==> config.mk <==
export PLATFORM = sky130hd
export DESIGN_NAME = dbm_ctrl
export DESIGN_NICKNAME = d
export VERILOG_FILES = /design/src/rtl/dropblock_mask_builder_defines.svh /design/src/rtl/dbm_pkg.sv /design/src/rtl/dbm_ctrl.sv
export SDC_FILE = /design/constraint.sdc
export NUM_CORES = 1
export LEC_CHECK = 0
export BUFFER_PORTS_ARGS = -buffer_cell sky130_fd_sc_hd__buf_4
export CAP_MARGIN = 20
export CORE_MARGIN = 1
export CORE_UTILIZATION = 42
export CTS_CLUSTER_SIZE = 40
export DETAILED_ROUTE_END_ITERATION = 16
export PLACE_DENSITY = 0.81
export SLEW_MARGIN = 10
export SYNTH_ARGS = -nofsm -noshare
export SYNTH_HDL_FRONTEND = slang
export SYNTH_SLANG_ARGS = --single-unit
==> constraint.sdc <==
create_clock -name clk_i -period 1.6 [get_ports clk_i]
set_input_delay 0.32 -clock clk_i [delete_from_list [all_inputs] [get_ports clk_i]]
set_output_delay 0.32 -clock clk_i [all_outputs]
set_load 0.02 [all_outputs]
==> src/rtl/dropblock_mask_builder_defines.svh <==
// ----------------------------------------------------------------------------
// dropblock mask builder assertion macros
// shared concurrent assertion forms, clocked on clk_i, off while rst_ni is low
// ----------------------------------------------------------------------------
`ifndef DROPBLOCK_MASK_BUILDER_DEFINES_SVH
`define DROPBLOCK_MASK_BUILDER_DEFINES_SVH

// property must hold at every edge outside reset
`define DBM_ASSERT(label, prop, msg) \
  label: assert property (@(posedge clk_i) disable iff (!rst_ni) prop) \
    else $error(msg);

// expression must never be true outside reset
`define DBM_ASSERT_NEVER(label, expr, msg) \
  label: assert property (@(posedge clk_i) disable iff (!rst_ni) !(expr)) \
    else $error(msg);

`endif

==> src/rtl/dbm_pkg.sv <==
// ----------------------------------------------------------------------------
// dbm_pkg
// shared constants, codes and control types of the dropblock mask builder
// ----------------------------------------------------------------------------
package dbm_pkg;

  localparam int unsigned MASK_ELEMENTS_DEF  = 65536;
  localparam int unsigned MAX_BLOCK_SIDE_DEF = 16;

  // widest flat element address the seed walk can produce, with margin
  localparam int unsigned FLAT_W     = 30;
  localparam int unsigned ROW_BITS   = 16;
  localparam int unsigned ROW_SEL_W  = 4;
  localparam int unsigned CFG_IDX_W  = 3;
  localparam int unsigned CFG_DATA_W = 9;
  localparam int unsigned SIDE_W     = 5;

  typedef enum logic [1:0] {
    MODE_FILL = 2'd0,
    MODE_SEED = 2'd1,
    MODE_READ = 2'd2,
    MODE_NOP  = 2'd3
  } dbm_mode_e;

  typedef enum logic [CFG_IDX_W-1:0] {
    REG_BATCH     = 3'd0,
    REG_CHANNELS  = 3'd1,
    REG_HEIGHT    = 3'd2,
    REG_WIDTH     = 3'd3,
    REG_SEED_ROWS = 3'd4,
    REG_SEED_COLS = 3'd5,
    REG_SIDE      = 3'd6,
    REG_LAYOUT    = 3'd7
  } dbm_reg_e;

  localparam logic LAYOUT_NCHW = 1'b0;
  localparam logic LAYOUT_NHWC = 1'b1;

  // effective (clamped) configuration
  typedef struct packed {
    logic [4:0]        batch_n;
    logic [8:0]        chan_n;
    logic [8:0]        height;
    logic [8:0]        width;
    logic [8:0]        seed_rows;
    logic [8:0]        seed_cols;
    logic [SIDE_W-1:0] side;
    logic              layout;
  } dbm_cfg_t;

  typedef struct packed {
    logic take;
    logic clr_start;
    logic clr_step;
    logic rewind;
    logic flag_err;
    logic base_step;
    logic drop_step;
    logic walk_step;
    logic rd_capture;
    logic out_load;
  } dbm_cmd_t;

  typedef struct packed {
    dbm_mode_e mode;
    logic      seed;
    logic      seen;
    logic      side_zero;
    logic      clr_last;
    logic      base_last;
    logic      drop_last;
    logic      out_free;
  } dbm_status_t;

endpackage

==> src/rtl/dbm_ctrl.sv <==
// ----------------------------------------------------------------------------
// dbm_ctrl
// sequencer: clearing pass, request dispatch, block base, square sweep, reply
// ----------------------------------------------------------------------------
module dbm_ctrl (
  input  logic                 clk_i,
  input  logic                 rst_ni,
  input  logic                 in_valid_i,
  output logic                 in_ready_o,
  input  dbm_pkg::dbm_status_t status_i,
  output dbm_pkg::dbm_cmd_t    cmd_o
);

  typedef enum logic [7:0] {
    S_INIT     = 8'b0000_0001,
    S_IDLE     = 8'b0000_0010,
    S_DISPATCH = 8'b0000_0100,
    S_FILL     = 8'b0000_1000,
    S_BASE     = 8'b0001_0000,
    S_DROP     = 8'b0010_0000,
    S_READ     = 8'b0100_0000,
    S_OUT      = 8'b1000_0000
  } dbm_state_e;

  dbm_state_e state_q, state_d;

  always_comb begin
    state_d    = state_q;
    cmd_o      = '0;
    in_ready_o = 1'b0;
    case (state_q)
      S_INIT: begin
        cmd_o.clr_step = 1'b1;
        if (status_i.clr_last) state_d = S_IDLE;
      end
      S_IDLE: begin
        in_ready_o = 1'b1;
        if (in_valid_i) begin
          cmd_o.take = 1'b1;
          state_d    = S_DISPATCH;
        end
      end
      S_DISPATCH: begin
        case (status_i.mode)
          dbm_pkg::MODE_FILL: begin
            cmd_o.clr_start = 1'b1;
            cmd_o.rewind    = 1'b1;
            state_d         = S_FILL;
          end
          dbm_pkg::MODE_SEED: begin
            if (status_i.seen) begin
              cmd_o.flag_err = 1'b1;
              state_d        = S_OUT;
            end else if (status_i.seed && !status_i.side_zero) begin
              state_d = S_BASE;
            end else begin
              cmd_o.walk_step = 1'b1;
              state_d         = S_OUT;
            end
          end
          dbm_pkg::MODE_READ: state_d = S_READ;
          default:            state_d = S_OUT;
        endcase
      end
      S_FILL: begin
        cmd_o.clr_step = 1'b1;
        if (status_i.clr_last) state_d = S_OUT;
      end
      S_BASE: begin
        cmd_o.base_step = 1'b1;
        if (status_i.base_last) state_d = S_DROP;
      end
      S_DROP: begin
        cmd_o.drop_step = 1'b1;
        if (status_i.drop_last) begin
          cmd_o.walk_step = 1'b1;
          state_d         = S_OUT;
        end
      end
      S_READ: begin
        cmd_o.rd_capture = 1'b1;
        state_d          = S_OUT;
      end
      S_OUT: begin
        if (status_i.out_free) begin
          cmd_o.out_load = 1'b1;
          state_d        = S_IDLE;
        end
      end
      default: state_d = S_IDLE;
    endcase
  end

  always_ff @(posedge clk_i or negedge rst_ni) begin
    if (!rst_ni) begin
      state_q <= S_INIT;
    end else begin
      state_q <= state_d;
    end
  end

endmodule

==> results of run 1 <==
-- metal layers --
layer	share of wire, %	track usage, %	wire length, um
met1	36	39.7	1110
met2	50	60.2	1570
met3	7.8	8.52	244
met4	6.4	20.7	199
met5	0	0	0
-- power groups by stage --
stage,clock network [mW],registers [mW],logic [mW]
finish,0.195,0.330,1.27
global placement,0,0.305,0.686
CTS,0.176,0.314,0.965
global route,0.201,0.329,1.33
detailed placement,0,0.308,0.717
floorplan,0,0.277,0.457
-- timing repair --
item | in CTS | in global routing
setup buffers | 7 | 8
pin swaps | 10 | 7
endpoints found under the setup margin | 15 | 15
gates cloned | 0 | 0
endpoints found under the hold margin | 7 | 0
hold buffers | 1 | 0
resized for setup | 19 | 19
-- final cells by class --
class	instances	share of cell area, %
multi-input cells	52	43.6
repair buffers	50	34.3
clock buffers	4	2.09
well taps	15	1.50
inverters	6	1.99
flip-flops and latches	8	16.6
-- placed cells by master, fill, tap and decap left out, drive strengths merged --
| master | synthesis | layout |
|---|---|---|
| nor4b | 4 | 4 |
| xnor2 | 1 | 1 |
| nor3b | 4 | 4 |
| dfstp | 1 | 1 |
| nor4 | 3 | 3 |
| o22ai | 2 | 2 |
| o2111ai | 1 | 1 |
| dlygate4sd3 | 0 | 1 |
| nand2 | 4 | 4 |
| buf | 1 | 49 |
| o211ai | 1 | 1 |
| dfrtp | 7 | 7 |
| nor3 | 4 | 4 |
| nand4b | 2 | 2 |
| a22o | 1 | 1 |
| nand2b | 1 | 1 |
| o221ai | 1 | 1 |
| a311oi | 1 | 1 |
| clkbuf | 3 | 4 |
| o21ai | 3 | 3 |
| nor2b | 1 | 1 |
| and3 | 1 | 1 |
| xor2 | 2 | 2 |
| inv | 6 | 6 |
| o21a | 1 | 1 |
| and2 | 3 | 3 |
| nand3 | 4 | 4 |
| a21o | 1 | 1 |
| nand4 | 1 | 1 |
| nor2 | 4 | 4 |
| or4 | 1 | 1 |
-- final timing paths --
| path | depth (start not counted) | slack [ns] | to |
|---|---|---|---|
| max in group asynchronous | 2 | 0.90 | state_q[0] |
| hold / removal | 2 | 0.25 | state_q[6] |
| setup reg to reg | 5 | -0.33 | state_q[4] |
| hold reg to reg | 1 | 0.65 | state_q[3] |
| min in group asynchronous | 2 | 0.47 | state_q[5] |
| setup / recovery | 5 | -0.46 | cmd_o[1] |
-- worst max-delay path, stage by stage, from the launching register on --
cell and delay (ns):
dfrtp_2 0.43, buf_6 0.13, nor4_4 0.34, nand2_1 0.15, nor4b_4 0.23, buf_4 0.18
-- cell families (layout without fill, tap and decap cells) --
family | Yosys count | in the layout | share of synthesized area, %
xor+xnor | 3 | 3 | 4.38
compound gates | 12 | 12 | 14.2
buf+inv | 10 | 60 | 6.88
flops | 8 | 8 | 33.5
simple gates | 37 | 37 | 41.0
==> flow_metrics.py, run 1 <==
metrics = {
    "cts": {
        "clock-sinks": 8,
        "htree_levels": 1,
        "clock_tree.root_cell": "clkbuf_4",
        "cts_tree": "yes",
        "clock_path_buffers": 2,
        "path_clk_slew_ns": 0.08,
        "cts_made_buffers": 3,
        "clock_latency_ns": 0.27,
    },
    "route": {
        "avgViaCountPerCell": 6.44,
        "wirelength_um": 3120,
        "num_vias": 870,
        "routedWlPerCell_um": 23.1,
        "drc": 0,
        "dr.pass1.iters": 4,
        "drt-initial-drc-count": 37,
        "postRouteAntennaNets": 0,
    },
    "sta": {
        "fin_crit_ns": 2.06,
        "setup_violations": 15,
        "whs_ns": 0.255,
        "drv_slew": 0,
        "clock_skew_ns": 0.00808,
        "hold_viol_final": 0,
        "worstMarginPinSlew_ns": 0.500,
        "fin_ws_ns": -0.463,
        "fin_setup_tns_ns": -5.03,
        "min_period_over_period_pct": 129,
        "slew-limit-headroom_pct": 66.2,
        "rsz0062_at_grt": "yes",
        "max_freq_mhz": 485,
    },
    "power_and_ir_drop": {
        "power_frac_comb_pct": 70.8,
        "power_leakage_nw": 0.591,
        "total_power_mw": 1.80,
        "p_sw_uw": 788,
        "switching_share_pct": 43.9,
        "ir_worst_vdd_mv": 1.48,
        "pwr-share-clk_pct": 10.8,
        "powerDensity_nw_per_um2": 1430,
        "seq_power_share_pct": 18.3,
        "p_int_mw": 1.01,
    },
    "final_layout": {
        "syn2layout_area_growth_pct": 109,
        "layout.nets": 133,
        "nFillCells": 29,
        "multi_input_area_um2": 547,
        "largest_reg_flops": 8,
        "final_cells": 135,
        "final_cell_area_um2": 1250,
        "largest-register": "state_q",
        "diodes": 0,
        "drive_above_1_share_pct": 71.7,
        "final_core_util_pct": 95.3,
        "reg_top3": "state_q x8",
        "ff_latch_area_um2": 208,
    },
    "setup_path": {
        "critPathLaunch": "state_q[4]",
        "path_max_fanout": 3,
        "r2r_start": "state_q[3]",
        "worstPathRequired_ns": 1.28,
        "crit_arrival_ns": 1.74,
        "end_kind": "output port",
        "startpoint_type": "flop",
        "critical_path_class": "flop to output port",
    },
    "grt": {
        "track_usage_pct": 35.6,
        "grt_max_degree": 9,
        "grt_pass1_vias": 766,
        "overflow": 0,
        "antenna_found_initial": 0,
        "grt_pass1_wl_um": 3570,
    },
    "floorplan": {
        "num_rows": 13,
        "core-area_um2": 1320,
        "die-height_um": 39.8,
        "initial_core_util_pct": 45.6,
        "dieArea_um2": 1590,
        "fp.dieW_um": 39.8,
        "pin_count": 23,
    },
    "logic_synthesis": {
        "synth_edf_count": 0,
        "netlist_instances": 70,
        "synth.most_common_cell": "dfrtp_1",
        "synth.distinct_cells": 32,
        "syn_area_um2": 601,
        "synth.largest_area_cell": "dfrtp_1",
        "synthFlopType": "dfrtp_1",
        "ys_ff_latch": 8,
        "seq_area_frac_synth_pct": 33.5,
        "synth.area.top_cells": "dfrtp_1 29%, nor4b_1 5.8%, nor3b_1 5.0%",
        "netlist_top_cells_count": "7 x dfrtp_1, 6 x inv_1",
        "avgSynthCellArea_um2": 8.58,
        "synth_top_area_share_pct": 29.2,
        "ys_warn_count": 0,
        "syn_nets": 82,
        "async_flop_share_pct": 100,
    },
    "placement": {
        "gp_congestion": 0.854,
        "io_buffers": 22,
        "place_area_um2": 946,
        "dpl_worst_slack_ns": -0.212,
        "hpwlAfterDp_um": 1420,
        "placed_cells": 115,
    },
    "min_path": {
        "hold_path.startpoint": "status_i[7]",
        "hold_path_class": "input pin to flop",
    },
    "run": {
        "cap_violations": 0,
    },
    "run_status": {
        "violations": "setup timing",
        "outcome": "finished, violations left",
    },
}
Power figures use the tool's default switching activity.
==> run 2, diff against run 1 <==
- SKIP_CTS_REPAIR_TIMING: unset -> 1
==> run 2 against run 1 <==
  * The flow still finishes with violations (setup timing)
  * Clock skew increased by 0.0030 ns
  * Largest cell class unchanged
  * Die area stayed put
  * Via count shrank 9.8%
  * Combinational power shrank 22%
==> flow_metrics.py, run 2 (same netlist as run 1, synthesis figures left out) <==
metrics = {
    "run_status": {
        "outcome": "finished, violations left",
        "violations": "setup timing",
    },
    "floorplan": {
        "die-height_um": 39.8,
        "num_rows": 13,
        "dieArea_um2": 1590,
        "initial_core_util_pct": 45.6,
        "fp.dieW_um": 39.8,
        "core-area_um2": 1320,
        "pin_count": 23,
    },
    "cts": {
        "clock_tree.root_cell": "clkbuf_4",
        "htree_levels": 1,
        "clock_latency_ns": 0.26,
        "path_clk_slew_ns": 0.06,
        "cts_made_buffers": 3,
        "clock_path_buffers": 2,
        "clock-sinks": 8,
        "cts_tree": "yes",
    },
    "setup_path": {
        "critical_path_class": "flop to output port",
        "end_kind": "output port",
        "timing.rr.end": "state_q[4]",
        "endpoint": "cmd_o[9]",
        "reg2reg_depth": 5,
        "startpoint_type": "flop",
        "ff2ff_setup_slack_ns": -0.24,
        "path_max_fanout": 6,
        "worstPathRequired_ns": 1.28,
        "critPathLaunch": "state_q[4]",
        "crit_arrival_ns": 1.82,
        "r2r_start": "state_q[4]",
    },
    "final_layout": {
        "final_cells": 127,
        "largest_reg_flops": 8,
        "syn2layout_area_growth_pct": 92.1,
        "final_common_cell": "buf_4",
        "drive_above_1_share_pct": 68.8,
        "multi_input_area_um2": 527,
        "nFillCells": 64,
        "final_core_util_pct": 87.6,
        "diodes": 0,
        "ff_latch_area_um2": 208,
        "layout_common_cells": "32 x buf_4, 9 x buf_6, 5 x dfrtp_2, 4 x nand3_1",
        "largest-register": "state_q",
        "layout.nets": 125,
        "reg_top3": "state_q x8",
    },
    "placement": {
        "io_buffers": 22,
        "gp_congestion": 0.854,
        "hpwlAfterDp_um": 1420,
        "placed_cells": 115,
    },
    "route": {
        "wirelength_um": 2450,
        "drc": 0,
        "avgViaCountPerCell": 6.18,
        "routedWlPerCell_um": 19.3,
        "drt-initial-drc-count": 22,
        "dr.pass1.iters": 4,
        "num_vias": 785,
        "postRouteAntennaNets": 0,
    },
    "grt": {
        "track_usage_pct": 27.2,
        "grt_max_degree": 9,
        "antenna_found_initial": 0,
        "overflow": 0,
        "grt_pass1_wl_um": 2700,
        "grt_pass1_vias": 638,
    },
    "sta": {
        "whs_ns": 0.263,
        "fin_crit_ns": 2.14,
        "fin_ws_ns": -0.544,
        "worstMarginPinSlew_ns": 0.372,
        "rsz0062_at_grt": "yes",
        "max_freq_mhz": 466,
        "drv_slew": 0,
        "clock_skew_ns": 0.0111,
        "hold_viol_final": 0,
        "slew-limit-headroom_pct": 75.0,
        "min_period_over_period_pct": 134,
        "setup_violations": 15,
    },
    "power_and_ir_drop": {
        "p_sw_uw": 637,
        "seq_power_share_pct": 22.3,
        "p_int_uw": 856,
        "power_leakage_nw": 0.527,
        "switching_share_pct": 42.7,
        "pwr-share-clk_pct": 11.3,
        "ir_worst_vdd_mv": 1.33,
        "powerDensity_nw_per_um2": 1290,
        "power_frac_comb_pct": 66.5,
    },
    "min_path": {
        "hold_path.startpoint": "status_i[7]",
        "hold_path_class": "input pin to flop",
    },
    "run": {
        "cap_violations": 0,
    },
}
-- run 2: worst min path at each step --
stage,endpoint,slack (ns),cells past startpoint
floorplan,state_q[1],0.02,0
detailed placement,state_q[5],0.15,1
finish,state_q[6],0.26,2
global route,state_q[4],0.26,2
CTS,state_q[5],-0.14,1
global placement,state_q[7],0.14,1
-- run 2: power groups by stage --
stage	combinational (mW)	sequential, mW	clock [mW]
floorplan	0.457	0.277	0
global placement	0.686	0.305	0
detailed placement	0.717	0.308	0
CTS	0.716	0.305	0.176
global route	1.04	0.337	0.190
finish	0.992	0.332	0.168
-- run 2: area by class of cell --
type | instances | share of cell area, %
Clock buffer | 4 | 2.28
Inverter | 6 | 1.95
Multi-Input combinational cell | 52 | 45.7
Sequential cell | 8 | 18.0
Tap cell | 15 | 1.63
Timing Repair Buffer | 42 | 30.5
-- run 2: metrics by stage --
step	cell area [um^2]	setup slack [ns]	TNS (ns)	total power, mW
after CTS	972	-0.507	-4.63	1.20
final	1150	-0.544	-4.74	1.49
after floorplan	693	-0.184	-0.413	0.734
after global placement	946	-0.156	-0.901	0.992
after detailed placement	946	-0.212	-1.41	1.02
after global routing	1150	-0.618	-5.97	1.57
-- run 2: worst max-delay path, stage by stage (launching register included) --
cell and delay, ns:
dfrtp_2 0.43, nor4_4 0.42, and2_2 0.22, nand3_1 0.14, inv_2 0.10, and2_4 0.13
buf_4 0.13
-- run 2: routing by layer --
layer  wire [um]  GRT usage (%)
met5           0              0
met4         117           17.2
met3         177           6.25
met2        1170           44.7
met1         976           31.1
==> run 3, diff against run 2 <==
- REMOVE_ABC_BUFFERS: unset -> 1
==> run 3 against run 2 <==
  * The run still ends with setup timing left
  * Design area is 11% lower
  * Hold slack worse by 0.0080 ns
  * Combinational power is 8.2% lower
  * Non-clock buffer count is 1 higher
  * Clock-buffer cell count stayed put
  * Clock skew is 0.0021 ns lower
  * Die area stayed put
  * Via count is 0.38% lower
  * Maximum frequency is 2.5% higher
  * Critical path depth stayed put
  * Critical endpoint unchanged
  * Largest cell class unchanged
==> flow_metrics.py, run 3 (same netlist as run 1, synthesis figures left out) <==
metrics = {
    "route": {
        "num_vias": 782,
        "routedWlPerCell_um": 17.0,
        "drc": 0,
        "dr.pass1.iters": 4,
        "drt-initial-drc-count": 28,
        "avgViaCountPerCell": 6.11,
        "wirelength_um": 2170,
        "postRouteAntennaNets": 0,
    },
    "final_layout": {
        "final_common_cell": "buf_4",
        "syn2layout_area_growth_pct": 70.2,
        "nFillCells": 79,
        "drive_above_1_share_pct": 52.2,
        "largest-register": "state_q",
        "final_core_util_pct": 77.6,
        "final_cell_area_um2": 1020,
        "largest_reg_flops": 8,
        "layout.nets": 126,
        "layout_common_cells": "37 x buf_4, 7 x dfrtp_1, 5 x inv_1, 5 x buf_6",
        "reg_top3": "state_q x8",
        "diodes": 0,
        "final_cells": 128,
    },
    "run": {
        "cap_violations": 0,
    },
    "power_and_ir_drop": {
        "pwr-share-clk_pct": 12.7,
        "seq_power_share_pct": 20.9,
        "powerDensity_nw_per_um2": 1340,
        "ir_worst_vdd_mv": 1.04,
        "power_frac_comb_pct": 66.4,
        "switching_share_pct": 41.9,
        "p_int_uw": 797,
        "total_power_mw": 1.37,
        "power_leakage_nw": 0.517,
        "p_sw_uw": 574,
    },
    "cts": {
        "clock_path_buffers": 2,
        "clock-sinks": 8,
        "clock_latency_ns": 0.26,
        "htree_levels": 1,
        "clock_tree.root_cell": "clkbuf_4",
        "cts_made_buffers": 3,
        "cts_tree": "yes",
        "path_clk_slew_ns": 0.06,
    },
    "setup_path": {
        "end_kind": "output port",
        "worstPathRequired_ns": 1.28,
        "endpoint": "cmd_o[9]",
        "r2r_start": "state_q[4]",
        "ff2ff_setup_slack_ns": -0.20,
        "path_max_fanout": 6,
        "startpoint_type": "flop",
        "reg2reg_depth": 6,
        "crit_arrival_ns": 1.77,
        "timing.rr.end": "state_q[1]",
        "critPathLaunch": "state_q[4]",
        "critical_path_class": "flop to output port",
    },
    "floorplan": {
        "initial_core_util_pct": 45.6,
        "fp.dieW_um": 39.8,
        "num_rows": 13,
        "die-height_um": 39.8,
        "core-area_um2": 1320,
        "dieArea_um2": 1590,
        "pin_count": 23,
    },
    "sta": {
        "hold_viol_final": 0,
        "whs_ns": 0.255,
        "worstMarginPinSlew_ns": 0.422,
        "rsz0062_at_grt": "yes",
        "max_freq_mhz": 478,
        "drv_slew": 0,
        "min_period_over_period_pct": 131,
        "fin_ws_ns": -0.492,
        "clock_skew_ns": 0.00897,
        "fin_crit_ns": 2.09,
        "setup_violations": 15,
        "slew-limit-headroom_pct": 71.5,
    },
    "grt": {
        "grt_max_degree": 10,
        "grt_pass1_wl_um": 2820,
        "antenna_found_initial": 0,
        "grt_pass1_vias": 628,
        "track_usage_pct": 27.5,
        "overflow": 0,
    },
    "run_status": {
        "outcome": "finished, violations left",
        "violations": "setup timing",
    },
    "placement": {
        "place_area_um2": 871,
        "gp_congestion": 0.862,
        "hpwlAfterDp_um": 1260,
        "placed_cells": 117,
        "io_buffers": 22,
    },
    "min_path": {
        "hold_path_class": "input pin to flop",
        "hold_path.startpoint": "status_i[7]",
    },
}
run 3: how the worst min path moves through the flow:
stage / to / slack (ns) / cells past startpoint
floorplan: state_q[1] / 0.02 / 0
global placement: state_q[7] / 0.14 / 1
detailed placement: state_q[7] / 0.15 / 1
CTS: state_q[7] / -0.13 / 1
global route: state_q[6] / 0.26 / 2
finish: state_q[6] / 0.26 / 2
run 3: layout make-up:
cell class / count / area, um^2 / share of cell area (%)
Tap cell: 15 / 18.8 / 1.84
Timing Repair Buffer: 43 / 344 / 33.7
Multi-Input combinational cell: 52 / 409 / 40.0
Sequential cell: 8 / 201 / 19.7
Clock buffer: 4 / 26.3 / 2.57
Inverter: 6 / 22.5 / 2.20
run 3: layer usage:
metal  part of all wire (%)  global-route usage (%)  vias up  wire (um)
met5                      0                       0        -          0
met4                    6.0                    20.7        0        131
met3                    4.6                    1.70       15        100
met2                     46                    42.2       45       1010
met1                     43                    35.5      377        930
li1                       -                       -      345          -
run 3: per-stage QoR:
stage,worst slack (ns),setup TNS (ns)
global route,-0.605,-6.92
detailed placement,-0.167,-1.34
global placement,-0.135,-1.06
finish,-0.492,-5.48
CTS,-0.486,-4.79
floorplan,-0.583,-2.82
run 3: power by group through the flow:
stage | clock network [mW] | registers (mW) | logic, mW
floorplan | 0 | 0.296 | 0.336
global placement | 0 | 0.284 | 0.608
detailed placement | 0 | 0.285 | 0.617
CTS | 0.170 | 0.281 | 0.636
global route | 0.179 | 0.292 | 0.957
finish | 0.174 | 0.287 | 0.911
run 3: worst max-delay path, cell delays in order, from the launching register on:
cell     delay (ns)
dfrtp_1        0.43
nor4_4         0.43
and2_4         0.24
nand3_4        0.07
inv_2          0.08
and2_4         0.15
buf_6          0.12
